File: src/design/tpdp_pkg.sv
// Shared package for the ternary packed dot-product engine.
// Holds field widths, register codes, reset values and the queue entry type.
// No dependencies.
package tpdp_pkg;

  // Field and datapath widths
  localparam int LANES      = 4;
  localparam int ACT_W      = 8;
  localparam int WBYTE_W    = 8;
  localparam int CODE_W     = 2;
  localparam int SCALE_W    = 24;
  localparam int RL_W       = 13;
  localparam int IDX_W      = 16;
  localparam int SUM_W      = 21;
  localparam int SCALED_W   = 51;
  localparam int SCALED_LSB = 16;
  localparam int PROD_W     = 2 * SCALE_W;             // scale product width
  localparam int HALF_W     = SCALE_W;                 // split point of the product
  localparam int MHI_W      = SUM_W + HALF_W;          // sum times signed upper half
  localparam int MLO_W      = SUM_W + HALF_W + 1;      // sum times unsigned lower half
  localparam int FULL_W     = SUM_W + PROD_W;          // full sum * scale product
  localparam int CFG_IDX_W  = 3;
  localparam int CFG_DATA_W = 24;

  // Defaults for top-level parameters
  localparam int MAX_REDUCTION_DEF = 4096;
  localparam int QUEUE_DEPTH_DEF   = 4;

  // Register reset values
  localparam logic [SCALE_W-1:0] ACT_SCALE_RST = SCALE_W'(65536);
  localparam logic [SCALE_W-1:0] WT_SCALE_RST  = SCALE_W'(65536);
  localparam logic [RL_W-1:0]    RED_LEN_RST   = RL_W'(4096);
  localparam logic [IDX_W-1:0]   COL_COUNT_RST = IDX_W'(1);
  localparam logic [IDX_W-1:0]   ROW_COUNT_RST = IDX_W'(1);

  // Weight codes; the two remaining codes mean zero
  localparam logic [CODE_W-1:0] WCODE_NEG = 2'b00;
  localparam logic [CODE_W-1:0] WCODE_POS = 2'b10;

  // Configuration register indexes
  typedef enum logic [CFG_IDX_W-1:0] {
    CFG_ACT_SCALE = 3'd0,
    CFG_WT_SCALE  = 3'd1,
    CFG_RED_LEN   = 3'd2,
    CFG_COL_COUNT = 3'd3,
    CFG_ROW_COUNT = 3'd4
  } cfg_reg_t;

  // Matrix shape settings seen by the front end
  typedef struct packed {
    logic [RL_W-1:0]  red_len;
    logic [IDX_W-1:0] col_count;
    logic [IDX_W-1:0] row_count;
  } shape_cfg_t;

  // One finished dot product waiting for scaling
  typedef struct packed {
    logic [IDX_W-1:0]        row;
    logic [IDX_W-1:0]        col;
    logic signed [SUM_W-1:0] sum;
    logic                    done;
  } dot_entry_t;

  // Queue status flags
  typedef struct packed {
    logic full;
    logic empty;
  } queue_stat_t;

endpackage

File: src/design/tpdp_back.sv
// Back end: pops finished sums, multiplies by the product of both scales in two
// partial products, recombines, and holds the result for the output channel.
// Uses tpdp_pkg.
module tpdp_back (
  input  logic                                  clk,
  input  logic                                  rst,
  input  logic signed [tpdp_pkg::SCALE_W-1:0]   act_scale,
  input  logic signed [tpdp_pkg::SCALE_W-1:0]   wt_scale,
  input  tpdp_pkg::queue_stat_t                 q_stat,
  input  tpdp_pkg::dot_entry_t                  q_entry,
  output logic                                  pop,
  output logic                                  out_valid,
  input  logic                                  out_stall,
  output logic [tpdp_pkg::IDX_W-1:0]            out_row,
  output logic [tpdp_pkg::IDX_W-1:0]            out_col,
  output logic signed [tpdp_pkg::SUM_W-1:0]     dot_sum,
  output logic signed [tpdp_pkg::SCALED_W-1:0]  scaled_value,
  output logic                                  matrix_done
);
  import tpdp_pkg::*;

  logic signed [PROD_W-1:0] p_next;
  logic signed [PROD_W-1:0] p_reg;
  logic signed [HALF_W-1:0] p_hi;
  logic [HALF_W-1:0]        p_lo;
  logic signed [MHI_W-1:0]  mhi_w;
  logic signed [MLO_W-1:0]  mlo_w;

  logic                     a_valid;
  dot_entry_t               a_entry;
  logic signed [MHI_W-1:0]  a_mhi;
  logic signed [MLO_W-1:0]  a_mlo;
  logic signed [FULL_W-1:0] full_prod;

  logic                     ready_out;
  logic                     ready_a;

  // Scale product, refreshed every cycle from the registers
  assign p_next = act_scale * wt_scale;
  always_ff @(posedge clk) begin
    p_reg <= p_next;
  end

  assign p_hi = p_reg[PROD_W-1:HALF_W];
  assign p_lo = p_reg[HALF_W-1:0];

  // Partial products of sum times scale product
  assign mhi_w = $signed(q_entry.sum) * p_hi;
  assign mlo_w = $signed(q_entry.sum) * $signed({1'b0, p_lo});

  // Recombine; the floor shift is a plain bit select
  assign full_prod = (FULL_W'(a_mhi) <<< HALF_W) + FULL_W'(a_mlo);

  // Per-stage flow control
  assign ready_out = !out_valid || !out_stall;
  assign ready_a   = !a_valid || ready_out;
  assign pop       = !q_stat.empty && ready_a;

  always_ff @(posedge clk) begin
    if (rst) begin
      a_valid   <= 1'b0;
      out_valid <= 1'b0;
    end else begin
      if (ready_a) begin
        a_valid <= pop;
      end
      if (ready_out) begin
        out_valid <= a_valid;
      end
    end
  end

  // Multiply stage payload
  always_ff @(posedge clk) begin
    if (pop) begin
      a_entry <= q_entry;
      a_mhi   <= mhi_w;
      a_mlo   <= mlo_w;
    end
  end

  // Output register payload
  always_ff @(posedge clk) begin
    if (ready_out && a_valid) begin
      out_row      <= a_entry.row;
      out_col      <= a_entry.col;
      dot_sum      <= a_entry.sum;
      matrix_done  <= a_entry.done;
      scaled_value <= full_prod[SCALED_LSB+SCALED_W-1:SCALED_LSB];
    end
  end

endmodule

File: config.mk
export PLATFORM = sky130hd
export DESIGN_NAME = tpdp_back
export DESIGN_NICKNAME = d
export VERILOG_FILES = /design/src/design/tpdp_pkg.sv /design/src/design/tpdp_back.sv
export SDC_FILE = /design/constraint.sdc
export NUM_CORES = 2
export LEC_CHECK = 0
export ABC_AREA = 1
export BUFFER_PORTS_ARGS = -buffer_cell sky130_fd_sc_hd__buf_2
export CAP_MARGIN = 20
export CORE_UTILIZATION = 25
export DETAILED_ROUTE_END_ITERATION = 12
export PLACE_DENSITY = 0.36
export SYNTH_ARGS = -nofsm -noshare
export SYNTH_HDL_FRONTEND = slang
export SYNTH_SLANG_ARGS = --single-unit
export TNS_END_PERCENT = 10
File: constraint.sdc
create_clock -name clk -period 9.7 [get_ports clk]
set_input_delay 0.485 -clock clk [delete_from_list [all_inputs] [get_ports clk]]
set_output_delay 0.485 -clock clk [all_outputs]
set_load 0.01 [all_outputs]
; Yosys cells after proc, flatten, opt, wreduce, memory -nomap -nowiden
; Cells that the tools add are included.
[op_classes]
add_sub_neg = 1
multipliers = 3
div_mod_pow = 0
n_lt_le_gt_ge = 0
eq_ne = 0
n_shift = 0
muxes = 0
bitwise_logic = 0
reduce_logical = 8
[ops]
columns = operator, n
row1 = $add A67 B46 Y67, 1
row2 = $mul A24 B24 Y48, 1
row3 = $mul A21 B25 Y46, 1
row4 = $mul A21 B24 Y43, 1
row5 = $logic_not A1 Y1, 4
row6 = $logic_and A1 B1 Y1, 2
row7 = $logic_or A1 B1 Y1, 2
[totals]
register_bits = 298
latch_bits = 0
ram_bits = 0
rom_bits = 0
input_bits = 107
output_inout_bits = 107
n_memories = 0

; Depth between registers and ports, before layout
[logic_depth]
ltp_word = 4
ltp_mapped = 29
mapped_depth_nobuf = 27

; Worst setup path before layout
; No wires, ideal clock.
[synth_path]
kind = input-to-reg
from = input act_scale[23] (netlist bit)
to = register p_reg[47]
setup_ns = 0.058
arrival_time_ns = 6.424
t_required_ns = 9.642
setup_slack_ns = 3.218
stages = 24
n_path_buf = 1
cell_sequence = clkbuf_1 -> nand2_1 -> inv_1 -> fa_1 -> fa_1 -> inv_1 -> fa_1 -> inv_1 -> fa_1 -> inv_1 -> fa_1 -> fa_1 -> fa_1 -> inv_1 -> ha_1 -> inv_1 -> nor3_1 -> nand2_1 -> nor2_2 -> nand3_1 -> nor2_1 -> nand3b_1 -> nand2_1 -> nand2_1
[synth_via]
elab_chain_cells = 1
[synth_rtl]
columns = item, line_no
row1 = start: declaration, tpdp_back.sv:7  ; input logic signed [tpdp_pkg::SCALE_W-1:0] act_scale,
row2 = $mul A24 B24 Y48, tpdp_back.sv:39  ; assign p_next = act_scale * wt_scale;
row3 = named net p_next[47], tpdp_back.sv:22  ; logic signed [PROD_W-1:0] p_next;
row4 = end signal: assignment, tpdp_back.sv:41  ; p_reg <= p_next;
row5 = end: declaration, tpdp_back.sv:23  ; logic signed [PROD_W-1:0] p_reg;
; The timed path passes the listed nets, and every way through them passes these cells.
; A chain may end at the register's enable or synchronous reset.

; Worst setup path after layout
[layout_path]
from = register p_reg[47]
to = register a_mhi[37], data pin
[layout_via]
elab_chain_cells = 1
[layout_rtl]
columns = item, line_no
row1 = $mul A21 B24 Y43, tpdp_back.sv:48  ; assign mhi_w = $signed(q_entry.sum) * p_hi;
row2 = named net mhi_w[37], tpdp_back.sv:26  ; logic signed [MHI_W-1:0] mhi_w;
row3 = end signal: assignment, tpdp_back.sv:77  ; a_mhi <= mhi_w;
row4 = end: declaration, tpdp_back.sv:31  ; logic signed [MHI_W-1:0] a_mhi;
; The timed path passes the listed nets, and every way through them passes these cells.

==> flow_summary.ini <==
[status]
status = finished clean

[floorplanning]
core_area_sq_um = 277000
core.rowCount = 193
floorplan.initialDensity = 0.252
fp.dieW_um = 531
io_pins = 214
die_area_sq_um = 282000
die_y_um = 531

[route]
wire_per_inst_um = 18.0
num_vias = 52400
via_per_inst = 4.24
drt_iter0_drc = 2535
drtAntennaViolNets = 0
routed_wl_um = 223000
dr.pass1.iters = 6
drc = 0

[setup_path]
timing.rr.start = p_reg[47]
reg2reg_depth = 22
worstPathRequired_ps = 10050
critPathLaunchType = flip-flop
r2r-end = a_mhi[37]
worst-r2r-setup-slack_ps = 2350
worst_setup_path_end_kind = flip-flop
critical_path_arrival_ps = 7710
cp_max_fo = 20
crit_type = flip-flop to flip-flop

[clock_tree]
clock-sinks = 282
root_buffer = clkbuf_16
clockBufferDepth = 3
cts.clk_slew.worst_paths_ps = 60
tritoncts = done
cts_buffers = 36
htreeDepth = 2
clk_latency_ps = 650

[synthesis]
synth_area_per_cell_sq_um = 8.16
ys_ff_latch = 282
synth_edf_count = 232
ys_async_sr_fraction = 0
synth_ff_type = edfxtp_1
synthDistinctLibCells = 43
mappedNetlistArea_sq_um = 70000
synth_nets = 10700
synthCells = 8584
yosysSeqAreaShare = 0.114
ys_warn_count = 0

[sta]
period_needed_ps = 7350
clock_skew_ps = 56.3
relSlewSlack = 0.236
slew_violations = 0
setup_viol = 0
worst_slew_pin_slew_ps = 1140
fin_crit_sh = 0.758
max_freq_mhz = 136
hold_viol_final = 0
finalSetupTns_ps = 0
rsz0062_at_grt = false

[placed_design]
io_buffers = 212
gp_congestion = 0.871
dp_hpwl_um = 184000

[min_path]
hold_path_end = a_entry[43]
holdPathStages = 1
hp-class = input port to flip-flop
min-delay-start = q_entry[43]

[grt]
grt.total_usage = 0.161
grt_pass1_wl_um = 351000
antenna_found_initial = 4
grt_pass1_vias = 58700
grt_max_degree = 77
gr-total-overflow = 0

[finish]
area_delta_synth_final_pct = 9.49
nFillCells = 30300
layout_common_cells = inv_1, nand2_1, fa_1
multi_input_area_sq_um = 51200
nets = 10700
final_common_cell = inv_1
area.sequential_sq_um = 7970
largest_reg_flops = 54
layout-drive-gt1-share = 0.0531

[run]
maxCapViolCount = 0
[cell type report]
cell class	instances	area share
tap	3705	0.0604
sequential	282	0.104
timing repair buffer	306	0.0243
inverter	2615	0.128
multi-input combinational	5391	0.667
clock inverter	25	0.00396
clock buffer	40	0.0122
antenna	3	0.0000979
[through the flow]
step           utilization  setup slack [ps]  std cells  instance area, sq um  hold slack [ps]
2_1_floorplan            -              3220       8584                 70000              400
4_1_cts              0.276              2310      12400                 76600             2.45
3_3_place_gp         0.272              2010      12300                 75300              400
6_report             0.276              2350      12400                 76700             56.5
5_1_grt              0.276              2000      12400                 76700             30.8
3_5_place_dp         0.272              2080      12300                 75400              405
[synth_stat cells, drive strengths merged (50+ instances only)]
| library cell | instances | area share |
|---|---|---|
| xor2 | 85 | 0.011 |
| o21ai | 145 | 0.011 |
| inv | 2614 | 0.14 |
| a21oi | 224 | 0.016 |
| nor2 | 375 | 0.021 |
| ha | 469 | 0.084 |
| dfxtp | 50 | 0.014 |
| fa | 1523 | 0.44 |
| nand2 | 2184 | 0.12 |
| nand3 | 134 | 0.0099 |
| clkbuf | 262 | 0.014 |
| edfxtp | 232 | 0.099 |
[worst max-delay path, cell delays in order (launching register included)]
cell and delay [ps]:
dfxtp_1 330, buf_4 310, nand2_1 110, inv_1 180, fa_1 560, fa_1 600
fa_1 990, inv_1 250, fa_1 540, inv_1 70, fa_1 490, fa_1 510
inv_1 60, fa_1 500, inv_1 40, ha_1 400, nand2_1 150, nor2_1 170
inv_1 110, nor3_2 220, nand4_1 190, nand4_1 150, nand2_1 90
[logic make-up after synthesis]
logic type,share of synthesized area
AND/OR/NAND/NOR,0.161
XOR/XNOR,0.0150
buffers and inverters,0.156
flip-flops,0.114
adder cells (fa/ha/maj),0.519
AO/OA/AOI/OAI,0.0356
[routing by layer]
metal	GRT usage	vias to the layer above	routed length (um)
met4	0.0318	0	4050
met5	0	-	0
met3	0.0114	161	7060
met2	0.277	929	107000
li1	-	24500	-
met1	0.219	26800	105000
[timing repair]
| item | in CTS | in global routing |
|---|---|---|
| endpoints found under the hold margin | 1 | 0 |
| setup buffers | 0 | 0 |
| setup endpoints to repair | 0 | 0 |
| gates resized for setup | 0 | 0 |
| hold buffers | 1 | 0 |
[how the worst max path moves through the flow]
stage,start,end,cells past startpoint
floorplan,act_scale[23],p_reg[47],24
global placement,wt_scale[2],p_reg[40],21
detailed placement,act_scale[23],p_reg[40],21
CTS,p_reg[47],a_mhi[42],24
global route,p_reg[47],a_mhi[39],22
finish,p_reg[47],a_mhi[37],22
Power is left out: the tool's default activity adds up to more than one toggle a clock period on the data nets, which glitch-free logic cannot reach.
