--- config.mk ---
export PLATFORM = sky130hd
export DESIGN_NAME = tpdp_queue
export DESIGN_NICKNAME = d
export VERILOG_FILES = /design/src/design/tpdp_pkg.sv /design/src/design/tpdp_queue.sv
export SDC_FILE = /design/constraint.sdc
export NUM_CORES = 1
export LEC_CHECK = 0
export BUFFER_PORTS_ARGS = -buffer_cell sky130_fd_sc_hd__buf_4
export CAP_MARGIN = 15
export CORE_MARGIN = 3
export CORE_UTILIZATION = 59
export CTS_BUF_LIST = sky130_fd_sc_hd__clkbuf_16
export CTS_CLUSTER_SIZE = 40
export DETAILED_ROUTE_END_ITERATION = 12
export PLACE_DENSITY_LB_ADDON = 0.1
export SLEW_MARGIN = 5
export SYNTH_ARGS = -nofsm -noshare
export SYNTH_HDL_FRONTEND = slang
export SYNTH_SLANG_ARGS = --single-unit
--- constraint.sdc ---
create_clock -name clk -period 3.7 [get_ports clk]
set_clock_uncertainty 0.15 [all_clocks]
set_input_delay 0.555 -clock clk [delete_from_list [all_inputs] [get_ports clk]]
set_output_delay 0.555 -clock clk [all_outputs]
set_load 0.005 [all_outputs]
--- src/design/tpdp_pkg.sv ---
// Shared package for the ternary packed dot-product engine.
// Holds field widths, register codes, reset values and the queue entry type.
// No dependencies.
package tpdp_pkg;

  // Field and datapath widths
  localparam int LANES      = 4;
  localparam int ACT_W      = 8;
  localparam int WBYTE_W    = 8;
  localparam int CODE_W     = 2;
  localparam int SCALE_W    = 24;
  localparam int RL_W       = 13;
  localparam int IDX_W      = 16;
  localparam int SUM_W      = 21;
  localparam int SCALED_W   = 51;
  localparam int SCALED_LSB = 16;
  localparam int PROD_W     = 2 * SCALE_W;             // scale product width
  localparam int HALF_W     = SCALE_W;                 // split point of the product
  localparam int MHI_W      = SUM_W + HALF_W;          // sum times signed upper half
  localparam int MLO_W      = SUM_W + HALF_W + 1;      // sum times unsigned lower half
  localparam int FULL_W     = SUM_W + PROD_W;          // full sum * scale product
  localparam int CFG_IDX_W  = 3;
  localparam int CFG_DATA_W = 24;

  // Defaults for top-level parameters
  localparam int MAX_REDUCTION_DEF = 4096;
  localparam int QUEUE_DEPTH_DEF   = 4;

  // Register reset values
  localparam logic [SCALE_W-1:0] ACT_SCALE_RST = SCALE_W'(65536);
  localparam logic [SCALE_W-1:0] WT_SCALE_RST  = SCALE_W'(65536);
  localparam logic [RL_W-1:0]    RED_LEN_RST   = RL_W'(4096);
  localparam logic [IDX_W-1:0]   COL_COUNT_RST = IDX_W'(1);
  localparam logic [IDX_W-1:0]   ROW_COUNT_RST = IDX_W'(1);

  // Weight codes; the two remaining codes mean zero
  localparam logic [CODE_W-1:0] WCODE_NEG = 2'b00;
  localparam logic [CODE_W-1:0] WCODE_POS = 2'b10;

  // Configuration register indexes
  typedef enum logic [CFG_IDX_W-1:0] {
    CFG_ACT_SCALE = 3'd0,
    CFG_WT_SCALE  = 3'd1,
    CFG_RED_LEN   = 3'd2,
    CFG_COL_COUNT = 3'd3,
    CFG_ROW_COUNT = 3'd4
  } cfg_reg_t;

  // Matrix shape settings seen by the front end
  typedef struct packed {
    logic [RL_W-1:0]  red_len;
    logic [IDX_W-1:0] col_count;
    logic [IDX_W-1:0] row_count;
  } shape_cfg_t;

  // One finished dot product waiting for scaling
  typedef struct packed {
    logic [IDX_W-1:0]        row;
    logic [IDX_W-1:0]        col;
    logic signed [SUM_W-1:0] sum;
    logic                    done;
  } dot_entry_t;

  // Queue status flags
  typedef struct packed {
    logic full;
    logic empty;
  } queue_stat_t;

endpackage

--- src/design/tpdp_queue.sv ---
// Small flop-based FIFO between the accumulate front end and the scaling back end.
// Depends on tpdp_pkg for the status struct.
module tpdp_queue #(
  parameter int WIDTH = 8,
  parameter int DEPTH = 4
) (
  input  logic                   clk,
  input  logic                   rst,
  input  logic                   wr_en,
  input  logic [WIDTH-1:0]       wr_data,
  input  logic                   rd_en,
  output logic [WIDTH-1:0]       rd_data,
  output tpdp_pkg::queue_stat_t  stat
);
  import tpdp_pkg::*;

  localparam int PTR_W = (DEPTH > 1) ? $clog2(DEPTH) : 1;
  localparam int CNT_W = $clog2(DEPTH + 1);

  logic [WIDTH-1:0] mem [DEPTH];
  logic [PTR_W-1:0] wr_ptr;
  logic [PTR_W-1:0] rd_ptr;
  logic [CNT_W-1:0] count;

  assign rd_data    = mem[rd_ptr];
  assign stat.full  = (count == CNT_W'(DEPTH));
  assign stat.empty = (count == '0);

  // Storage, no reset needed
  always_ff @(posedge clk) begin
    if (wr_en) begin
      mem[wr_ptr] <= wr_data;
    end
  end

  // Pointers and occupancy
  always_ff @(posedge clk) begin
    if (rst) begin
      wr_ptr <= '0;
      rd_ptr <= '0;
      count  <= '0;
    end else begin
      if (wr_en) begin
        wr_ptr <= (wr_ptr == PTR_W'(DEPTH - 1)) ? '0 : wr_ptr + PTR_W'(1);
      end
      if (rd_en) begin
        rd_ptr <= (rd_ptr == PTR_W'(DEPTH - 1)) ? '0 : rd_ptr + PTR_W'(1);
      end
      if (wr_en && !rd_en) begin
        count <= count + CNT_W'(1);
      end else if (rd_en && !wr_en) begin
        count <= count - CNT_W'(1);
      end
    end
  end

endmodule

# Yosys cells after proc, flatten, opt, wreduce, memory -nomap -nowiden
# Memory sizes are Yosys's and may differ from the RTL's. A register that Yosys moved wholly into a read port is not among the register bits.
# Cells that the tools add are included.
# W data, S select, Z words.
[op_classes]
add_sub_neg = 4
n_eq_ne = 3
reduce_logical = 6
muxes = 8
[ops]
columns = ["op", "count"]
rows = [
  ["$mux W2", 4],
  ["$mux W3", 2],
  ["$add A2 B1 Y2 const B", 2],
  ["$eq A2 B2 Y1 const B", 2],
  ["$add A3 B1 Y3 const B", 1],
  ["$eq A3 B3 Y1 const B", 1],
  ["$logic_not A3 Y1", 1],
  ["$sub A3 B1 Y3 const B", 1],
  ["$logic_and A1 B1 Y1", 2],
  ["$logic_not A1 Y1", 2],
  ["$mux W1", 2],
  ["$reduce_bool A2 Y1", 1],
]
[totals]
ramBits = 32
memories = 1
out_inout_bits = 10
elab_cells = 25
regBits = 7
inputBits = 12
[mem_list]
columns = ["name", "words", "width", "read_ports", "rd_clocked_by_memory_dff", "wr", "line_no", "source"]
rows = [
  ["mem", 4, 8, 1, 1, 1, "tpdp_queue.sv:20", "logic [WIDTH-1:0] mem [DEPTH];"],
]

# Longest topological paths before layout
# Gate-level depths: netlist of the first run.
[depth]
word_depth = 4
mapped_depth = 7
depth_no_buf = 7

# Least setup slack after synthesis of the first run
# No wires, ideal clock.
[synth_path]
path_type = "input to register"
start = "in rd_en"
end = "reg count[2]"
setup_ns = 0.070
required_time_ns = 3.480
stages = 7
n_path_buf = 0
path_slack_ns = 1.733
arrival_time_ns = 1.747
path_cell_list = "inv_1 -> ha_1 -> inv_1 -> fa_1 -> xor2_1 -> or3_1 -> a21oi_1"
[synth_between]
elab_chain_cells = 3
word_cells_on_any_way = 5
classes_between = "mux (1); reduce/logical (4)"
[synth_rtl]
columns = ["element", "line_no", "source"]
rows = [
  ["start, declared", "tpdp_queue.sv:11", "input logic rd_en,"],
  ["$logic_not A1 Y1", "tpdp_queue.sv:49", "if (wr_en && !rd_en) begin"],
  ["$logic_and A1 B1 Y1", "tpdp_queue.sv:49", ""],
  ["$mux W3 / $reduce_bool A2 Y1 (equally long branches)", "--", ""],
  ["end signal, assigned", "tpdp_queue.sv:50", "count <= count + CNT_W'(1);"],
  ["end signal, assigned", "tpdp_queue.sv:52", "count <= count - CNT_W'(1);"],
  ["end, declared", "tpdp_queue.sv:23", "logic [CNT_W-1:0] count;"],
]
# Several ways; a longest one is shown, not always the timed one.
# A chain may end at the register's enable or synchronous reset.

==> results of run 1 <==
-- cell type report --
type	count	area (um^2)
Clock inverter	2	7.507
Sequential cell	41	1141
Tap cell	30	37.54
Timing Repair Buffer	21	157.7
Fill cell	165	613.1
Multi-Input combinational cell	39	425.4
Inverter	4	15.01
Clock buffer	5	125.1
-- synth_stat cells (all sizes together) (2+ instances only) --
library cell | number | area [um^2]
xor2 | 2 | 17.52
ha | 6 | 75.07
and2 | 4 | 25.02
mux4 | 8 | 180.2
dfxtp | 9 | 180.2
mux2i | 4 | 40.04
inv | 4 | 15.01
nor3b | 2 | 15.01
a21oi | 2 | 10.01
edfxtp | 32 | 960.9
nor2 | 7 | 26.28
-- stage by stage --
stage | util, % | instance area, um^2
finish | 75.69 | 1909
global route | 75.69 | 1909
CTS | 75.69 | 1909
detailed placement | 70.44 | 1777
global placement | 70.44 | 1777
floorplan | - | 1598
-- report_power, final --
group          switching (uW)  leakage (uW)  internal [uW]
Sequential               20.7      0.000368            525
Combinational            44.3      0.000283           62.7
Clock                     152     0.0000685            241
-- sequential cells by signal, indices dropped and copies added, names as in the netlist, named ones only --
signal,flops
count,3
rd_ptr,2
wr_ptr,2
mem,32
-- cells in the final DEF (no fill, tap or decap), types with 2 or more instances in the layout --
master,synthesis,final
nor2_1,7,7
a21oi_1,2,2
mux4_2,8,8
xor2_1,2,2
nor3b_1,2,2
dfxtp_1,9,9
inv_1,4,5
mux2i_1,4,4
edfxtp_1,32,32
ha_1,6,6
clkbuf_16,0,5
and2_1,4,4
buf_4,0,21
-- logic make-up after synthesis --
kind of cell	after synthesis	synth area share [%]
mux	12	13.78
flops	41	71.42
compound gates	3	0.9394
xor+xnor	2	1.097
buf+inv	6	1.957
simple gates	15	4.855
fa+ha+maj	7	5.951
-- per-layer routing --
layer	share of wire, %	up-vias	wire [um]
met2	50	20	1249
met5	0	-	0
met3	5.2	8	129
met4	3.0	0	74
li1	-	375	-
met1	42	379	1037
-- worst register-to-register path, cell delays in order, from the launching register on --
cell,delay (ps)
dfxtp_1,350
fa_1,450
xor2_1,160
or3_1,300
a21oi_1,150
-- worst paths after layout --
path / depth (start not counted) / startpoint / slack [ps] / end
setup / recovery: 2 / register / 1330 / rd_data[4]
hold / removal: 1 / wr_data[2] / 320 / mem[3][2]$_DFFE_PP_
setup reg to reg: 4 / count[0]$_SDFFE_PP0P_ / 2060 / count[2]$_SDFFE_PP0P_
hold reg to reg: 2 / count[2]$_SDFFE_PP0P_ / 380 / count[2]$_SDFFE_PP0P_
==> run summary, run 1 <==
Outcome - finished, final reports clean
Fin. max-slew vios - 0
Initial antenna violation count - 0
RePlAce Congestion - 0.7360
Post-CTS setup buffer count - 0
Met1 Track Usage GR - 22.24%
Ant. Diodes - 0
Register area share after synthesis - 71.42%
IO Count - 22
Layout cell share with drive strength beyond 1 - 30.36%
Vias per inst - 5.507
CTS max path bufs - 2
CP Max Fanout - 8
Final layout net count - 131
Vias in the first global route - 872
Clock Pin Slew Worst Setup and Hold Paths - 50 ps
Worst Tran Pin Value - 539.8 ps
Flops & latches, synth - 41
Largest net degree at the start of global routing - 12
Post-DR wirelength/cell - 17.54 um
Worst setup margin - 1328 ps
WHS - 324.4 ps
Slowest CP cell - dfxtp_1
RSZ-0062 raised after global routing - false
Cells after Synth - 86
Total global-route track usage - 18.44%
Drt first-iter violations - 20
Count of different cell masters after synthesis - 17
Initial Util - 63.34%
Maximum VDD drop - 0.5730 mV
CP Class - reg -> out
Worst-skew pair later-pin latency - 280 ps
H-tree depth - 2
Root buf cell - clkbuf_16
Die area - 3369 um^2
Core Area - 2522 um^2
TritonCTS clock tree - done
CP max stage delay - 660 ps
Worst slack at placement - 1501 ps
Top FF cell, synth - edfxtp_1
CP Capture Type - primary output
# rows - 18
TritonRoute pass-1 iters - 4
Final WL - 2490 um
First-pass GRT wire length - 4236 um
Top delay family on crit path - flip-flops
GRT Residual Overflow - 0
Post-DRT Antenna Nets - 0
Synthesis warning total - 0
Die height - 58.04 um
Syn avg cell area - 18.58 um^2
Hold crit path type - in -> reg
EDFF count, synth - 32
TNS Setup - 0 ps
Tot Pwr - 1045 uW
Achievable frequency - 421.5 MHz
Met3 GRT Util - 5.791%
Final period utilization - 64.11%
Placed insts - 135
Post-CTS resize count - 0
Critical Path RT - 2990 ps
Fin. Hold Viols - 0
Post-Syn Nets - 105
Area Overhead vs Synth - 19.50%
Gr busiest metal - met2
Max-Cap Viols - 0
Async S/R FF share, synth - 0%
Critical-path cell list - mux4_2 -> buf_4
Die width - 58.04 um
DRC Markers - 0
Clock sink total - 41
PortBufs - 21
PwrDens - 547.6 nW/um^2
Post-CTS Hold Fix Bufs - 0
Slew HR - 63.97%
Met2 Track Usage GR - 28.71%
Via count - 782
Mapped Area - 1598 um^2
Crit start category - register
Setup violators final - 0
Critical Path AT - 1670 ps
Finished Layout Cells - 142
CTS Buf Count - 5
Final worst path period need - 2372 ps
WP buf/inv - 1
Leak pwr - 0.0007195 uW
Note: power is estimated with default switching activity, not from simulation.
==> run 2, diff against run 1 <==
--- a/config.mk
+++ b/config.mk
@@ -8,7 +8,7 @@
 export BUFFER_PORTS_ARGS = -buffer_cell sky130_fd_sc_hd__buf_4
 export CAP_MARGIN = 15
 export CORE_MARGIN = 3
-export CORE_UTILIZATION = 59
+export CORE_UTILIZATION = 50
 export CTS_BUF_LIST = sky130_fd_sc_hd__clkbuf_16
 export CTS_CLUSTER_SIZE = 40
 export DETAILED_ROUTE_END_ITERATION = 12
==> constraint.sdc (replaced) <==
create_clock -name clk -period 2 [get_ports clk]
set_clock_uncertainty 0.15 [all_clocks]
set_input_delay 0.3 -clock clk [delete_from_list [all_inputs] [get_ports clk]]
set_output_delay 0.3 -clock clk [all_outputs]
set_load 0.005 [all_outputs]
==> run 2 against run 1 <==
Compared with the run above:
- setup slack worse by 1200 ps
- sequential share of layout area is 0.81 points lower
- global-route usage is 4.1 points lower
- sequential power is 83% higher
- largest power group unchanged
==> run summary, run 2 (same netlist as run 1, synthesis figures left out) <==
RePlAce Congestion - 0.7363
Final layout net count - 132
First-pass GRT wire length - 4002 um
Post-DR wirelength/cell - 15.83 um
Critical-path cell list - buf_4 -> mux4_2 -> buf_4
Drt first-iter violations - 22
End of the critical path - rd_data[0]
TritonRoute pass-1 iters - 3
TritonCTS clock tree - done
Final period utilization - 96.08%
Die height - 62.53 um
Outcome - finished, final reports clean
Initial antenna violation count - 0
Worst Tran Pin Value - 424.9 ps
Most flops, register - mem
Worst r2r src - count[0]$_SDFFE_PP0P_
Clock sink total - 41
DRC Markers - 0
Ant. Diodes - 0
Reg2reg end - count[2]$_SDFFE_PP0P_
R2r setup slk - 400 ps
Clock Pin Slew Worst Setup and Hold Paths - 50 ps
Most common cell after layout, fill and taps aside - edfxtp_1
PortBufs - 21
Maximum VDD drop - 0.5997 mV
Via count - 784
Area Overhead vs Synth - 21.14%
Crit start category - register
CP Capture Type - primary output
Slew HR - 71.67%
Critical Path RT - 1550 ps
Post-route cell area - 1936 um^2
Setup violators final - 0
Root buf cell - clkbuf_16
Leak pwr - 0.0007338 uW
Slowest CP cell - mux4_2
Die area - 3910 um^2
Cell count of the worst reg-to-reg path - 4
Total global-route track usage - 14.32%
Worst slack at placement - 85.34 ps
Core Area - 2900 um^2
Post-CTS setup buffer count - 0
Vias per inst - 5.026
Post-DP HPWL - 1757 um
TNS Setup - 0 ps
Post-CTS resize count - 0
Fin. Hold Viols - 0
Post-CTS Hold Fix Bufs - 0
PwrDens - 1003 nW/um^2
H-tree depth - 2
Fillers - 225
Die width - 62.53 um
Final worst path period need - 1922 ps
Worst setup margin - 78.38 ps
Critical Path AT - 1470 ps
Most frequent cells in the layout - edfxtp_1, buf_4, dfxtp_1, mux4_2
Area after DPL - 1799 um^2
CP max stage delay - 530 ps
Initial Util - 55.09%
Post-DRT Antenna Nets - 0
Tot Pwr - 1941 uW
CP Max Fanout - 8
CP Class - reg -> out
IO Count - 22
Layout cell share with drive strength beyond 1 - 30.70%
Final WL - 2469 um
Max FFs per register - 32
Hold crit path type - in -> reg
GRT Residual Overflow - 0
Achievable frequency - 520.4 MHz
Vias in the first global route - 813
Fin. max-slew vios - 0
CTS max path bufs - 2
Largest net degree at the start of global routing - 12
CTS Buf Count - 5
Most used cell, CP - buf_4
Max-Cap Viols - 0
# rows - 19
Biggest regs - mem x32, count x3
RSZ-0062 raised after global routing - false
Worst-skew pair later-pin latency - 280 ps
## run 2: area by class of cell
class / instances / area (um^2) / share of cell area [%]
Clock buffer: 5 / 125.1 / 6.464
Multi-Input combinational cell: 39 / 425.4 / 21.98
Tap cell: 42 / 52.55 / 2.715
Clock inverter: 3 / 11.26 / 0.5818
Inverter: 4 / 15.01 / 0.7757
Sequential cell: 41 / 1141 / 58.95
Timing Repair Buffer: 22 / 165.2 / 8.533
## run 2: critical path: cells and delay by family (launching register included)
| kind | cells | cell delay, ps |
|---|---|---|
| flip-flops | 1 | 310 |
| multiplexers | 1 | 530 |
| buffers and inverters | 2 | 350 |
## run 2: power breakdown
part | switching (uW) | internal (uW)
Combinational | 87.7 | 118
Sequential | 29.9 | 971
Clock | 287 | 448
Total | 405 | 1540
## run 2: worst min-delay path by stage
| stage | startpoint | to | slack, ps | cells past startpoint |
|---|---|---|---|---|
| 2_1_floorplan | rst | count[2]$_SDFFE_PP0P_ | 220 | 1 |
| 5_1_grt | wr_data[3] | mem[3][3]$_DFFE_PP_ | 70 | 1 |
| 3_3_place_gp | count[2]$_SDFFE_PP0P_ | count[2]$_SDFFE_PP0P_ | 330 | 2 |
| 6_report | wr_data[3] | mem[2][3]$_DFFE_PP_ | 70 | 1 |
| 3_5_place_dp | count[2]$_SDFFE_PP0P_ | count[2]$_SDFFE_PP0P_ | 340 | 2 |
| 4_1_cts | wr_data[3] | mem[3][3]$_DFFE_PP_ | 60 | 1 |
## run 2: per-layer routing
metal | GRT usage, % | share of wire (%) | wire length [um] | up-vias
met4 | 7.438 | 2.3 | 58 | 0
met1 | 17.05 | 44 | 1082 | 376
met5 | 0 | 0 | 0 | -
met3 | 6.475 | 5.0 | 123 | 7
li1 | - | - | - | 382
met2 | 21.84 | 49 | 1204 | 19
## run 2: metrics by stage
stage | util, % | cells | hold WS [ps]
after floorplan | - | 86 | 219.1
after global placement | 62.04 | 148 | 329.0
after detailed placement | 62.04 | 148 | 340.5
after CTS | 66.74 | 156 | 64.35
after global routing | 66.74 | 156 | 65.49
final | 66.74 | 156 | 71.77
