[src/design/tpdp_pkg.sv]
// Shared package for the ternary packed dot-product engine.
// Holds field widths, register codes, reset values and the queue entry type.
// No dependencies.
package tpdp_pkg;

  // Field and datapath widths
  localparam int LANES      = 4;
  localparam int ACT_W      = 8;
  localparam int WBYTE_W    = 8;
  localparam int CODE_W     = 2;
  localparam int SCALE_W    = 24;
  localparam int RL_W       = 13;
  localparam int IDX_W      = 16;
  localparam int SUM_W      = 21;
  localparam int SCALED_W   = 51;
  localparam int SCALED_LSB = 16;
  localparam int PROD_W     = 2 * SCALE_W;             // scale product width
  localparam int HALF_W     = SCALE_W;                 // split point of the product
  localparam int MHI_W      = SUM_W + HALF_W;          // sum times signed upper half
  localparam int MLO_W      = SUM_W + HALF_W + 1;      // sum times unsigned lower half
  localparam int FULL_W     = SUM_W + PROD_W;          // full sum * scale product
  localparam int CFG_IDX_W  = 3;
  localparam int CFG_DATA_W = 24;

  // Defaults for top-level parameters
  localparam int MAX_REDUCTION_DEF = 4096;
  localparam int QUEUE_DEPTH_DEF   = 4;

  // Register reset values
  localparam logic [SCALE_W-1:0] ACT_SCALE_RST = SCALE_W'(65536);
  localparam logic [SCALE_W-1:0] WT_SCALE_RST  = SCALE_W'(65536);
  localparam logic [RL_W-1:0]    RED_LEN_RST   = RL_W'(4096);
  localparam logic [IDX_W-1:0]   COL_COUNT_RST = IDX_W'(1);
  localparam logic [IDX_W-1:0]   ROW_COUNT_RST = IDX_W'(1);

  // Weight codes; the two remaining codes mean zero
  localparam logic [CODE_W-1:0] WCODE_NEG = 2'b00;
  localparam logic [CODE_W-1:0] WCODE_POS = 2'b10;

  // Configuration register indexes
  typedef enum logic [CFG_IDX_W-1:0] {
    CFG_ACT_SCALE = 3'd0,
    CFG_WT_SCALE  = 3'd1,
    CFG_RED_LEN   = 3'd2,
    CFG_COL_COUNT = 3'd3,
    CFG_ROW_COUNT = 3'd4
  } cfg_reg_t;

  // Matrix shape settings seen by the front end
  typedef struct packed {
    logic [RL_W-1:0]  red_len;
    logic [IDX_W-1:0] col_count;
    logic [IDX_W-1:0] row_count;
  } shape_cfg_t;

  // One finished dot product waiting for scaling
  typedef struct packed {
    logic [IDX_W-1:0]        row;
    logic [IDX_W-1:0]        col;
    logic signed [SUM_W-1:0] sum;
    logic                    done;
  } dot_entry_t;

  // Queue status flags
  typedef struct packed {
    logic full;
    logic empty;
  } queue_stat_t;

endpackage

[src/design/tpdp_front.sv]
// Front end: accepts input transactions, masks lanes, accumulates the ternary sum
// and tracks output position. Finished products go to the queue. Uses tpdp_pkg.
module tpdp_front #(
  parameter int MAX_REDUCTION = tpdp_pkg::MAX_REDUCTION_DEF
) (
  input  logic                                               clk,
  input  logic                                               rst,
  input  tpdp_pkg::shape_cfg_t                               shape,
  input  logic                                               in_valid,
  output logic                                               in_stall,
  input  logic [tpdp_pkg::WBYTE_W-1:0]                       weight_byte,
  input  logic [tpdp_pkg::LANES-1:0][tpdp_pkg::ACT_W-1:0]    acts,
  input  tpdp_pkg::queue_stat_t                              q_stat,
  output logic                                               push,
  output tpdp_pkg::dot_entry_t                               push_entry
);
  import tpdp_pkg::*;

  localparam int TP_W = $clog2(MAX_REDUCTION + 1);
  localparam int CW   = ((RL_W > TP_W) ? RL_W : TP_W) + 1;

  logic [TP_W-1:0]         term_pos;
  logic signed [SUM_W-1:0] run_sum;
  logic [IDX_W-1:0]        col_idx;
  logic [IDX_W-1:0]        row_idx;

  logic [CW-1:0]           klen;
  logic [CW-1:0]           tp_ext;
  logic signed [SUM_W-1:0] sum_next;
  logic                    complete;
  logic [IDX_W-1:0]        cols;
  logic [IDX_W-1:0]        rows;
  logic [IDX_W:0]          col_p1;
  logic [IDX_W:0]          row_p1;
  logic                    col_last;
  logic                    row_last;
  logic                    accept;

  assign in_stall = q_stat.full;
  assign accept   = in_valid && !q_stat.full;

  // Effective reduction length, clamped to 1..MAX_REDUCTION
  always_comb begin
    if (shape.red_len == '0) begin
      klen = CW'(1);
    end else if (CW'(shape.red_len) > CW'(MAX_REDUCTION)) begin
      klen = CW'(MAX_REDUCTION);
    end else begin
      klen = CW'(shape.red_len);
    end
  end

  assign tp_ext   = CW'(term_pos);
  assign complete = (tp_ext + CW'(LANES)) >= klen;

  // Four-lane ternary add; lanes past the length drop out
  always_comb begin
    sum_next = run_sum;
    for (int i = 0; i < LANES; i++) begin
      if ((tp_ext + CW'(i)) < klen) begin
        case (weight_byte[CODE_W*i +: CODE_W])
          WCODE_NEG: sum_next = sum_next - SUM_W'($signed(acts[i]));
          WCODE_POS: sum_next = sum_next + SUM_W'($signed(acts[i]));
          default:   sum_next = sum_next;
        endcase
      end
    end
  end

  // Output position, zero counts act as one
  assign cols     = (shape.col_count == '0) ? IDX_W'(1) : shape.col_count;
  assign rows     = (shape.row_count == '0) ? IDX_W'(1) : shape.row_count;
  assign col_p1   = {1'b0, col_idx} + (IDX_W+1)'(1);
  assign row_p1   = {1'b0, row_idx} + (IDX_W+1)'(1);
  assign col_last = col_p1 >= {1'b0, cols};
  assign row_last = row_p1 >= {1'b0, rows};

  assign push            = accept && complete;
  assign push_entry.row  = row_idx;
  assign push_entry.col  = col_idx;
  assign push_entry.sum  = sum_next;
  assign push_entry.done = col_last && row_last;

  // Accumulator and counters
  always_ff @(posedge clk) begin
    if (rst) begin
      term_pos <= '0;
      run_sum  <= '0;
      col_idx  <= '0;
      row_idx  <= '0;
    end else if (accept) begin
      if (complete) begin
        term_pos <= '0;
        run_sum  <= '0;
        if (col_last) begin
          col_idx <= '0;
          row_idx <= row_last ? '0 : row_p1[IDX_W-1:0];
        end else begin
          col_idx <= col_p1[IDX_W-1:0];
        end
      end else begin
        term_pos <= term_pos + TP_W'(LANES);
        run_sum  <= sum_next;
      end
    end
  end

endmodule

[config.mk]
export PLATFORM = sky130hd
export DESIGN_NAME = tpdp_front
export DESIGN_NICKNAME = d
export VERILOG_FILES = /design/src/design/tpdp_pkg.sv /design/src/design/tpdp_front.sv
export SDC_FILE = /design/constraint.sdc
export NUM_CORES = 1
export LEC_CHECK = 0
export ABC_AREA = 1
export BUFFER_PORTS_ARGS = -buffer_cell sky130_fd_sc_hd__buf_2
export CAP_MARGIN = 15
export CORE_MARGIN = 2
export CORE_UTILIZATION = 61
export DETAILED_ROUTE_END_ITERATION = 8
export HOLD_SLACK_MARGIN = 0.1
export PLACE_DENSITY = 0.92
export SYNTH_ARGS = -nofsm -noshare
export SYNTH_HDL_FRONTEND = slang
export SYNTH_SLANG_ARGS = --single-unit
[constraint.sdc]
create_clock -name clk -period 9.9 [get_ports clk]
set_input_delay 0.99 -clock clk [delete_from_list [all_inputs] [get_ports clk]]
set_output_delay 0.99 -clock clk [all_outputs]
set_load 0.02 [all_outputs]
# After elaboration in Yosys (flattened, before gate mapping)
# Cells that the tools add are included.
dict set report op_classes {
  add_sub_neg 15
  order_cmp 8
  eq_ne 4
  n_mux 16
  reduce_logical 13
}
# operator n
set ops {}
lappend ops {{21-bit case mux with 2 select lines} 4}
lappend ops {{21-bit 2-to-1 mux} 5}
lappend ops {{21-bit by 8-bit adder with 21-bit output} 4}
lappend ops {{21-bit by 8-bit subtractor with 21-bit output} 4}
lappend ops {{16-bit 2-to-1 mux} 4}
lappend ops {{14-bit less-than comparator} 3}
lappend ops {{13-bit 2-to-1 mux} 3}
lappend ops {{16-bit by 1-bit adder with 17-bit output (second input constant)} 2}
lappend ops {{17-bit by 16-bit >= comparator with 1-bit output} 2}
lappend ops {{16-bit logical NOT} 2}
lappend ops {{13-bit by 2-bit adder with 14-bit output (second input constant)} 2}
lappend ops {{13-bit by 1-bit adder with 14-bit output (second input constant)} 1}
lappend ops {{13-bit by 3-bit adder with 14-bit output (second input constant)} 1}
lappend ops {{14-bit >= comparator} 1}
lappend ops {{13-bit by 14-bit less-than comparator with 1-bit output} 1}
lappend ops {{13-bit by 3-bit adder with 13-bit output (second input constant)} 1}
lappend ops {{13-bit > comparator (second input constant)} 1}
lappend ops {{13-bit logical NOT} 1}
lappend ops {{2-bit == test (second input constant)} 4}
lappend ops {{2-bit logical NOT} 4}
lappend ops {{1-bit logical AND} 3}
lappend ops {{3-bit AND reduction} 1}
lappend ops {{2-bit AND reduction} 1}
lappend ops {{1-bit logical NOT} 1}
dict set report totals {
  regBits 66
  in_bits 90
  output_inout_bits 56
  word_cells 60
}

# Logic depth before layout (Yosys ltp)
# Gate-level depths: netlist of run 1.
dict set report logic_depth {
  depth_word 15
  mapped_depth 54
}

# Worst setup path before layout of run 1
# No wires, ideal clock.
dict set report synth_path {
  kind {input -> output}
  startpoint {input shape[32] in the netlist's numbering}
  endpoint {output push_entry[21] in the netlist's numbering}
  arrival_ns 7.456
  t_required_ns 8.910
  path_slack_ns 1.454
  path_stages 50
  cell_sequence {nor2_1 -> nand2_1 -> nor2_2 -> nand2_1 -> nand2_4 -> nand2_1 -> ha_1 -> a21oi_1 -> o21ai_0 -> nand2_1 -> nand2_1 -> a21oi_1 -> nand2_2 -> buf_6 -> buf_6 -> nand2_1 -> o21ai_0 -> ha_1 -> [14 not listed] -> a21oi_1 -> o21ai_0 -> nand2_1 -> nand2_1 -> xor2_1 -> nand2_1 -> nand2_1 -> ha_1 -> a21o_1 -> a21oi_1 -> nor2_1 -> a211oi_1 -> nand3_1 -> or2_2 -> nand3_1 -> inv_1 -> nand2_1 -> and2_1}
}
# item line
set synth_rtl {}
lappend synth_rtl {{from (decl)} tpdp_front.sv:8} ;# input tpdp_pkg::shape_cfg_t shape,
lappend synth_rtl {{to (decl)} tpdp_front.sv:15} ;# output tpdp_pkg::dot_entry_t push_entry

==> results of run 1 <==
## what timing repair did
action / in CTS / in global routing
buffers inserted: 0 / 7
endpoints found under the hold margin: 0 / 0
endpoints found under the setup margin: 0 / 10
gates resized for setup: 0 / 31
## path summary, 6_finish.rpt
| check | from | endpoint | slack [ns] |
|---|---|---|---|
| worst max-delay path | shape[32] | push_entry[21] | 0.54 |
| worst min-delay path | row_idx[6] | row_idx[6] | 0.50 |
| worst max register to register | term_pos[7] | run_sum[18] | 2.79 |
| worst min register to register | row_idx[6] | row_idx[6] | 0.50 |
## kinds of logic (layout without fill, tap and decap cells)
group / after synthesis / in the layout
buffers and inverters: 342 / 460
flip-flops: 64 / 64
AND/OR/NAND/NOR: 998 / 998
adder cells (fa/ha/maj): 169 / 169
AO/OA/AOI/OAI: 338 / 338
XOR/XNOR: 113 / 113
## flip-flops by register name, indices dropped and copies added (netlist names)
name,cells
row_idx,16
run_sum,21
term_pos,11
col_idx,16
## placed cells by master, fill, tap and decap left out, types with 3 or more instances in the layout
| cell type | synthesis | layout |
|---|---|---|
| nor2_2 | 3 | 4 |
| nor4_1 | 14 | 13 |
| o21bai_1 | 11 | 10 |
| o21ai_1 | 14 | 17 |
| a31oi_1 | 9 | 8 |
| o31ai_1 | 3 | 3 |
| inv_1 | 286 | 285 |
| clkinv_2 | 0 | 3 |
| nand3b_1 | 6 | 6 |
| xor2_1 | 81 | 81 |
| nor2_1 | 174 | 173 |
| clkbuf_16 | 0 | 9 |
| dfxtp_1 | 64 | 64 |
| nor3_1 | 25 | 22 |
| or2_2 | 10 | 10 |
| nand3_1 | 129 | 129 |
| and2_1 | 13 | 13 |
| o21a_1 | 11 | 11 |
| a21o_1 | 13 | 13 |
| o21ai_0 | 65 | 59 |
| a21oi_1 | 172 | 169 |
| o211ai_1 | 10 | 10 |
| nand2_1 | 560 | 560 |
| nand4_1 | 39 | 39 |
| ha_2 | 0 | 6 |
| a211oi_1 | 10 | 9 |
| a21oi_2 | 10 | 12 |
| nand2_2 | 16 | 15 |
| fa_1 | 4 | 4 |
| o21ai_2 | 0 | 3 |
| nor3_2 | 0 | 3 |
| buf_4 | 4 | 12 |
| xnor2_1 | 32 | 32 |
| buf_2 | 9 | 144 |
| ha_1 | 165 | 159 |
## per-layer routing
metal / track usage, % / wire (um) / share of wire [%]
met1: 44.6 / 15800 / 43
met2: 60.3 / 17400 / 47
met3: 4.07 / 2680 / 7.2
met4: 12.0 / 1210 / 3.2
met5: 0 / 0 / 0
## per-stage QoR
step	hold WS (ns)	std cells	total power, mW
2_1_floorplan	0.460	2024	1.66
3_3_place_gp	0.477	2385	2.09
3_5_place_dp	0.485	2385	2.12
4_1_cts	0.495	2400	2.44
5_1_grt	0.521	2407	2.74
6_report	0.498	2407	2.54
## cell type report
type / count / area (sq um) / share of cell area [%]
inverters: 288 / 1080 / 8.20
flip-flops and latches: 64 / 1280 / 9.69
clock buffers: 11 / 243 / 1.84
clock inverters: 4 / 45.0 / 0.341
well taps: 265 / 332 / 2.51
repair buffers: 157 / 822 / 6.21
multi-input cells: 1618 / 9420 / 71.2
## power by group
| part | internal, mW | switching [mW] |
|---|---|---|
| Sequential | 0.273 | 0.0198 |
| Combinational | 0.686 | 1.25 |
| Clock | 0.199 | 0.119 |
## worst max-delay path, delay by kind of cell
family,cells,cell delay (ns)
AO/OA/AOI/OAI,9,1.46
adder cells (fa/ha/maj),5,1.65
XOR/XNOR,2,0.31
AND/OR/NAND/NOR,30,3.49
buffers and inverters,4,0.45
==> reports/qor.yml, run 1 <==
status: "completed"
timing.final.ws_setup_ns: 0.535
num_vias: 13800
min_period_over_period_pct: 94.6
synthCells: 2024
grt_overflow: 0
synth_top_family_by_area: "simple AND/OR/NAND/NOR gates"
crit_required_ns: 8.91
tightest_slew_ns: 1.12
hp-class: "register to register"
yosys.area_share.simple_pct: 35.7
drive_gt1_share_pct: 11.3
netlist_area_sq_um: 12000
cts.sinks: 64
synth.top_cell.area_share_pct: 17.6
slew_headroom_pct: 25.0
viasPerCell: 5.73
final_nets: 2397
initialDrtViolationCount: 1114
setup_viol: 0
ff2ff_path_depth: 41
cp.arrival_ns: 8.37
cts_buffers: 9
report.final.slew_viol_count: 0
p_leak_nw: 7.30
die_h_um: 144
synth_area_leader_cell: "nand2_1"
synthAdderAreaFrac_pct: 17.9
grt_max_degree: 57
track_usage_pct: 34.7
synthTopCellsByCount: "nand2_1, inv_1, nor2_1, a21oi_1, ha_1"
clkTransAtPathRegs_ns: 0.06
cp_slowest_cell: "fa_1"
cpMostUsedCell: "nand2_1"
cts_buffer_depth: 2
async_flop_share_pct: 0
area_delta_synth_final_pct: 10.7
initial_core_util_pct: 61.8
synth-edff-count: 0
gp_congestion: 1.04
drt_wl_total_mm: 37.1
ys.flop_type: "dfxtp_1"
syn-mean-instance-area_sq_um: 5.90
start_kind: "input port"
hold_path_depth: 2
root_buffer: "clkbuf_16"
io_buffers: 144
drtPass1Iterations: 9
fin_skew_ns: 0.00700
clock_latency_ns: 0.33
tns_ns: 0
cts-htree-levels: 3
n_fill_cell: 1750
cp_max_fo: 9
synth-compound-area-share_pct: 16.2
yosys-mux-area-fraction_pct: 0
end_kind: "output pin"
die_area_sq_um: 20700
synthTopCellsByArea: "nand2_1, ha_1, dfxtp_1"
grt_pass1_vias: 12300
core_sq_um: 19300
diodes: 0
synth.most_common_cell: "nand2_1"
ys_ff_latch: 64
seq_area_frac_synth_pct: 10.7
route.antenna.remaining_nets: 0
yosysUniqueCellTypes: 48
crit_type: "input port to output pin"
p_per_area_nw_per_um2: 192
hold_violations: 0
fin_util_pct: 68.4
grt_pass1_wl_mm: 58.1
drt_drc_violations_left: 0
rows: 51
peakVddDrop_uv: 92.8
cts_tree: "done"
post_dp_cell_area_sq_um: 12800
synth_xor_area_share_pct: 8.28
routedWlPerCell_um: 15.4
synth_nets: 2283
hold_buffers: 0
fin_crit_ns: 9.36
max_stage_delay_ns: 0.42
place_ws_ns: 0.218
antenna_found_initial: 0
fmax_mhz: 107
fp.dieW_um: 144
ioPinCount: 146
max-cap-violations: 0
hpwl_mm: 30.7
fin_area_sq_um: 13200
yosysWarnings: 0
Note: power is estimated with default switching activity, not from simulation.
==> inputs of run 2 (changes only) <==
- CORE_UTILIZATION: 61 -> 30
- PLACE_DENSITY: 0.92 -> 0.56
==> reports/qor.yml, run 2 (same netlist as run 1, synthesis figures left out) <==
combPwrFrac_pct: 74.9  # -1.1 points
busiest_layer: "met2"
p_leak_nw: 7.46  # +2.2%
ioPinCount: 146  # unchanged
largest_register_ffs: 21  # unchanged
cts_buffer_depth: 2  # unchanged
cp_max_fo: 23  # +14
rows: 73  # +43%
grt_pass1_vias: 12400  # +0.36%
num_vias: 13300  # -3.9%
grt_overflow: 0  # unchanged
drtPass1Iterations: 5  # -4
drt_drc_violations_left: 0  # unchanged
grt_pass1_wl_mm: 63.8  # +9.8%
hold_buffers: 0  # unchanged
viasPerCell: 4.92  # -14%
p_seq_share_pct: 10.9  # -0.6 points
fin_cells: 2696  # +12%
crit_buf_inv: 6  # +2
min_period_over_period_pct: 95.3  # +0.70 points
end_kind: "output pin"
start_kind: "input port"
cp_slowest_cell: "ha_1"
slew_headroom_pct: 27.1  # +2.1 points
max_stage_delay_ns: 0.37  # -0.05 ns
p_per_area_nw_per_um2: 195  # +1.4%
area_delta_synth_final_pct: 15.6
layout_commonest_cell: "nand2_1"
peakVddDrop_uv: 97.3  # +4.8%
reg_top3: "run_sum: 21 flops, col_idx: 16 flops, row_idx: 16 flops"
timing.final.ws_setup_ns: 0.466  # -0.0693 ns
hold_violations: 0  # unchanged
final_nets: 2422  # +1.0%
met3_usage_pct: 3.68  # -0.40 points
root_buffer: "clkbuf_16"
layout_common_cells: "nand2_1, inv_1, nor2_1"
cpLargestDelayFamily: "simple AND/OR/NAND/NOR gates"
cp.arrival_ns: 8.44  # +0.07 ns
crit_type: "input port to output pin"
fin_util_pct: 34.9  # -33 points
drive_gt1_share_pct: 12.3  # +1.0 points
max-cap-violations: 0  # unchanged
hpwl_mm: 34.5  # +12%
hp-class: "register to register"
grt_max_degree: 57  # unchanged
initial_core_util_pct: 30.2  # -32 points
cts-htree-levels: 3  # unchanged
dp_cells: 2674  # +12%
setup_viol: 0  # unchanged
antenna_found_initial: 6  # +6
switchingPower_mw: 1.42  # +2.9%
core_sq_um: 39500  # +100%
report.final.slew_viol_count: 0  # unchanged
track_usage_pct: 19.2  # -16 points
status: "completed"
use_met2_pct: 31.4  # -29 points
drt_wl_total_mm: 40.4  # +9.0%
crit_required_ns: 8.91  # about the same
whs_ns: 0.507  # +0.00924 ns
regArea_sq_um: 1280  # unchanged
cts_tree: "done"
cts.sinks: 64  # unchanged
fp.dieW_um: 204  # +41%
clkTransAtPathRegs_ns: 0.06  # about the same
pwr-share-clk_pct: 14.2  # +1.7 points
fmax_mhz: 106  # -0.74%
total_power_mw: 2.69  # +5.9%
fin_skew_ns: 0.00931  # +0.00231 ns
n_fill_cell: 4467  # +160%
cpMostUsedCell: "nand2_1"
tightest_slew_ns: 1.09  # -0.0321 ns
switching_share_pct: 52.9  # -1.5 points
die_area_sq_um: 41500  # +100%
place_ws_ns: 0.0765  # -0.142 ns
cts_buffers: 9  # unchanged
gp_congestion: 0.940  # -10%
routedWlPerCell_um: 15.0  # -2.7%
multi_input_area_sq_um: 9420  # about the same
use_met1_pct: 25.7  # -19 points
route.antenna.remaining_nets: 0  # unchanged
clock_latency_ns: 0.34  # about the same
initialDrtViolationCount: 820  # -26%
die_h_um: 204  # +41%
fin_crit_ns: 9.43  # +0.0693 ns
io_buffers: 144  # unchanged
regMostFlops: "run_sum"
intPower_mw: 1.27  # +9.4%
-- run 2: path summary, 6_finish.rpt --
check / slack, ns / start / endpoint / depth (start not counted)
max: 0.47 / shape[32] / push_entry[21] / 50
min: 0.51 / row_idx[1] / row_idx[1] / 2
max reg2reg: 2.61 / term_pos[9] / run_sum[20] / 44
min reg2reg: 0.51 / row_idx[1] / row_idx[1] / 2
-- run 2: per-stage QoR --
stage / TNS, ns / cell area [sq um]
after detailed placement: 0 / 13300
after global placement: 0 / 13300
after global routing: -0.0296 / 13800
final: 0 / 13800
after floorplan: 0 / 12000
after CTS: 0 / 13700
-- run 2: area by class of cell --
| class | count | share of cell area [%] |
|---|---|---|
| repair buffers | 182 | 7.37 |
| inverters | 288 | 7.82 |
| diodes | 3 | 0.0543 |
| well taps | 525 | 4.75 |
| clock buffers | 10 | 1.73 |
| flip-flops and latches | 64 | 9.27 |
| multi-input cells | 1618 | 68.2 |
| clock inverters | 6 | 0.842 |
-- run 2: power groups by stage --
stage                     logic [mW]  clock network [mW]  registers [mW]
after floorplan                 1.37                   0           0.288
after global placement          1.95                   0           0.299
after detailed placement        1.95                   0           0.300
after CTS                       1.96               0.393           0.294
after global routing            2.24               0.401           0.295
final                           2.02               0.383           0.293
-- run 2: worst reg2reg max path: cells and delay by family, from the launching register on --
family	cells	cell delay, ns
AOI/OAI and AO/OA	12	2.05
adders and majority gates	4	1.30
DFF	1	0.55
and+or+nand+nor	21	2.25
buffers and inverters	5	0.60
xor gates and xnor gates	2	0.40
-- run 2: what timing repair did --
action	4_1_cts	5_1_grt
endpoints found under the hold margin	0	0
resized for setup	0	27
endpoints found under the setup margin	0	8
setup buffers	0	3
-- run 2: metal layers --
layer	vias up	routed length [um]	share of wire, %
li1	6919	-	-
met1	6003	19100	47
met2	284	18200	45
met3	50	2260	5.6
met4	6	818	2.0
met5	-	34	0.084
==> inputs of run 3 (changes only) <==
--- a/config.mk
+++ b/config.mk
@@ -13,5 +13,5 @@
 export DETAILED_ROUTE_END_ITERATION = 8
 export HOLD_SLACK_MARGIN = 0.1
-export PLACE_DENSITY = 0.56
+export PLACE_DENSITY = 0.58
 export SYNTH_ARGS = -nofsm -noshare
 export SYNTH_HDL_FRONTEND = slang
==> constraint.sdc (replaced) <==
create_clock -name clk -period 9.9 [get_ports clk]
set_input_delay 1.485 -clock clk [delete_from_list [all_inputs] [get_ports clk]]
set_output_delay 1.485 -clock clk [all_outputs]
set_load 0.02 [all_outputs]
==> reports/qor.yml, run 3 (same netlist as run 1, synthesis figures left out) <==
switchingPower_mw: 1.82  # +27%
drt_wl_total_mm: 45.2  # +12%
drive_gt1_share_pct: 32.9  # +21 points
min_period_over_period_pct: 98.2  # +2.9 points
area_delta_synth_final_pct: 49.5
cts-htree-levels: 3  # unchanged
root_buffer: "clkbuf_16"
cts_buffer_depth: 2  # unchanged
clock_latency_ns: 0.35  # about the same
peakVddDrop_uv: 92.7  # -4.7%
grt_pass1_vias: 13500  # +9.2%
viasPerCell: 4.86  # -1.1%
fin_skew_ns: 0.0126  # +0.00330 ns
p_seq_share_pct: 7.7  # -3.2 points
hpwl_mm: 36.4  # +5.6%
antenna_found_initial: 6  # unchanged
max-cap-violations: 0  # unchanged
cts_buffers: 9  # unchanged
ff2ff_path_depth: 41  # -6.8%
core_sq_um: 39500  # unchanged
pwr-share-clk_pct: 9.4  # -4.8 points
route.antenna.remaining_nets: 0  # unchanged
cts.sinks: 64  # unchanged
p_leak_nw: 9.35  # +25%
crit_required_ns: 8.42  # -0.49 ns
initial_core_util_pct: 30.2  # unchanged
largest_register_ffs: 21  # unchanged
cp_slowest_cell: "ha_4"
cpLargestDelayFamily: "simple AND/OR/NAND/NOR gates"
hp-class: "register to register"
start_kind: "input port"
layout_common_cells: "nand2_1, buf_4, inv_1"
hold_violations: 0  # unchanged
tightest_slew_ns: 1.11  # +0.0215 ns
crit_type: "input port to output pin"
grt_overflow: 0  # unchanged
post_dp_cell_area_sq_um: 15600  # +17%
switching_share_pct: 47.6  # -5.3 points
fp.dieW_um: 204  # unchanged
cp.depth: 45  # -10%
slew_headroom_pct: 25.7  # -1.4 points
cpMostUsedCell: "nand2_1"
cp.arrival_ns: 8.23  # -0.21 ns
track_usage_pct: 20.2  # +1.0 points
hold_path_depth: 2  # unchanged
rows: 73  # unchanged
ioPinCount: 146  # unchanged
layout_commonest_cell: "nand2_1"
reg_top3: "run_sum: 21 flops, col_idx: 16 flops, row_idx: 16 flops"
die_area_sq_um: 41500  # unchanged
routedWlPerCell_um: 14.9  # -0.61%
drt_drc_violations_left: 0  # unchanged
grt_pass1_wl_mm: 67.5  # +5.8%
report.final.slew_viol_count: 0  # unchanged
gp_congestion: 0.925  # -1.6%
final_nets: 2758  # +14%
setup_viol: 0  # unchanged
combPwrFrac_pct: 82.8  # +7.9 points
n_fill_cell: 4082  # -8.6%
clkTransAtPathRegs_ns: 0.05  # about the same
p_per_area_nw_per_um2: 213  # +9.6%
status: "completed"
dp_cells: 2982  # +12%
fin_cells: 3033  # +13%
initialDrtViolationCount: 861  # +5.0%
end_kind: "output pin"
fin_crit_ns: 9.72  # +0.285 ns
total_power_mw: 3.81  # +42%
cts_tree: "done"
drtPass1Iterations: 5  # unchanged
fin_area_sq_um: 17900  # +29%
cp_max_fo: 10  # -57%
io_buffers: 144  # unchanged
max_stage_delay_ns: 0.30  # -0.07 ns
intPower_mw: 2.00  # +58%
fin_util_pct: 45.2  # +10 points
crit_buf_inv: 9  # +3
regMostFlops: "run_sum"
num_vias: 14800  # +11%
die_h_um: 204  # unchanged
fmax_mhz: 103  # -2.9%
grt_max_degree: 57  # unchanged
-- run 3: worst paths after layout --
path	start	end	slack, ns
setup / recovery	shape[33]	push_entry[20]	0.18
hold / removal	run_sum[12]	run_sum[12]	0.49
setup reg to reg	term_pos[9]	run_sum[19]	2.90
hold reg to reg	run_sum[12]	run_sum[12]	0.49
-- run 3: cell type report --
| class | instances | area [sq um] | share of cell area (%) |
|---|---|---|---|
| Timing Repair Buffer | 517 | 3610 | 20.2 |
| Inverter | 288 | 1090 | 6.11 |
| Clock buffer | 10 | 239 | 1.34 |
| Clock inverter | 6 | 92.6 | 0.518 |
| Antenna cell | 4 | 10.0 | 0.0560 |
| Multi-Input combinational cell | 1619 | 10900 | 61.0 |
| Sequential cell | 64 | 1280 | 7.17 |
| Tap cell | 525 | 657 | 3.68 |
-- run 3: tightest hold or removal path, cell delays in order, from the launching register on --
cell and delay (ns):
dfxtp_1 0.32, nand2_1 0.07, a21oi_1 0.05
-- run 3: power groups by stage --
stage / sequential, mW / combinational (mW) / clock, mW
after floorplan: 0.288 / 1.37 / 0
after detailed placement: 0.298 / 2.55 / 0
final: 0.295 / 3.16 / 0.360
after CTS: 0.293 / 2.67 / 0.371
after global placement: 0.298 / 2.53 / 0
after global routing: 0.296 / 3.42 / 0.381
-- run 3: stage by stage --
step / setup WS, ns / hold slack (ns) / setup TNS [ns]
2_1_floorplan: 0.464 / 0.460 / 0
3_3_place_gp: -0.356 / 0.486 / -1.49
3_5_place_dp: -0.438 / 0.481 / -1.92
4_1_cts: 0.00893 / 0.488 / 0
5_1_grt: -0.217 / 0.500 / -0.498
6_report: 0.181 / 0.491 / 0
-- run 3: what timing repair did --
| action | 4_1_cts | 5_1_grt |
|---|---|---|
| setup endpoints to repair | 10 | 12 |
| hold buffers | 0 | 0 |
| pin swaps | 15 | 129 |
| gates cloned | 0 | 2 |
| buffers inserted | 1 | 31 |
| gates resized for setup | 76 | 268 |
-- run 3: metal layers --
| metal | vias to the layer above | wire length, um | global-route usage (%) | part of all wire, % |
|---|---|---|---|---|
| met4 | 4 | 1040 | 4.85 | 2.3 |
| li1 | 7579 | - | - | - |
| met3 | 55 | 2540 | 3.18 | 5.6 |
| met5 | - | 14 | 0 | 0.031 |
| met1 | 6761 | 20700 | 27.4 | 46 |
| met2 | 353 | 20900 | 33.3 | 46 |
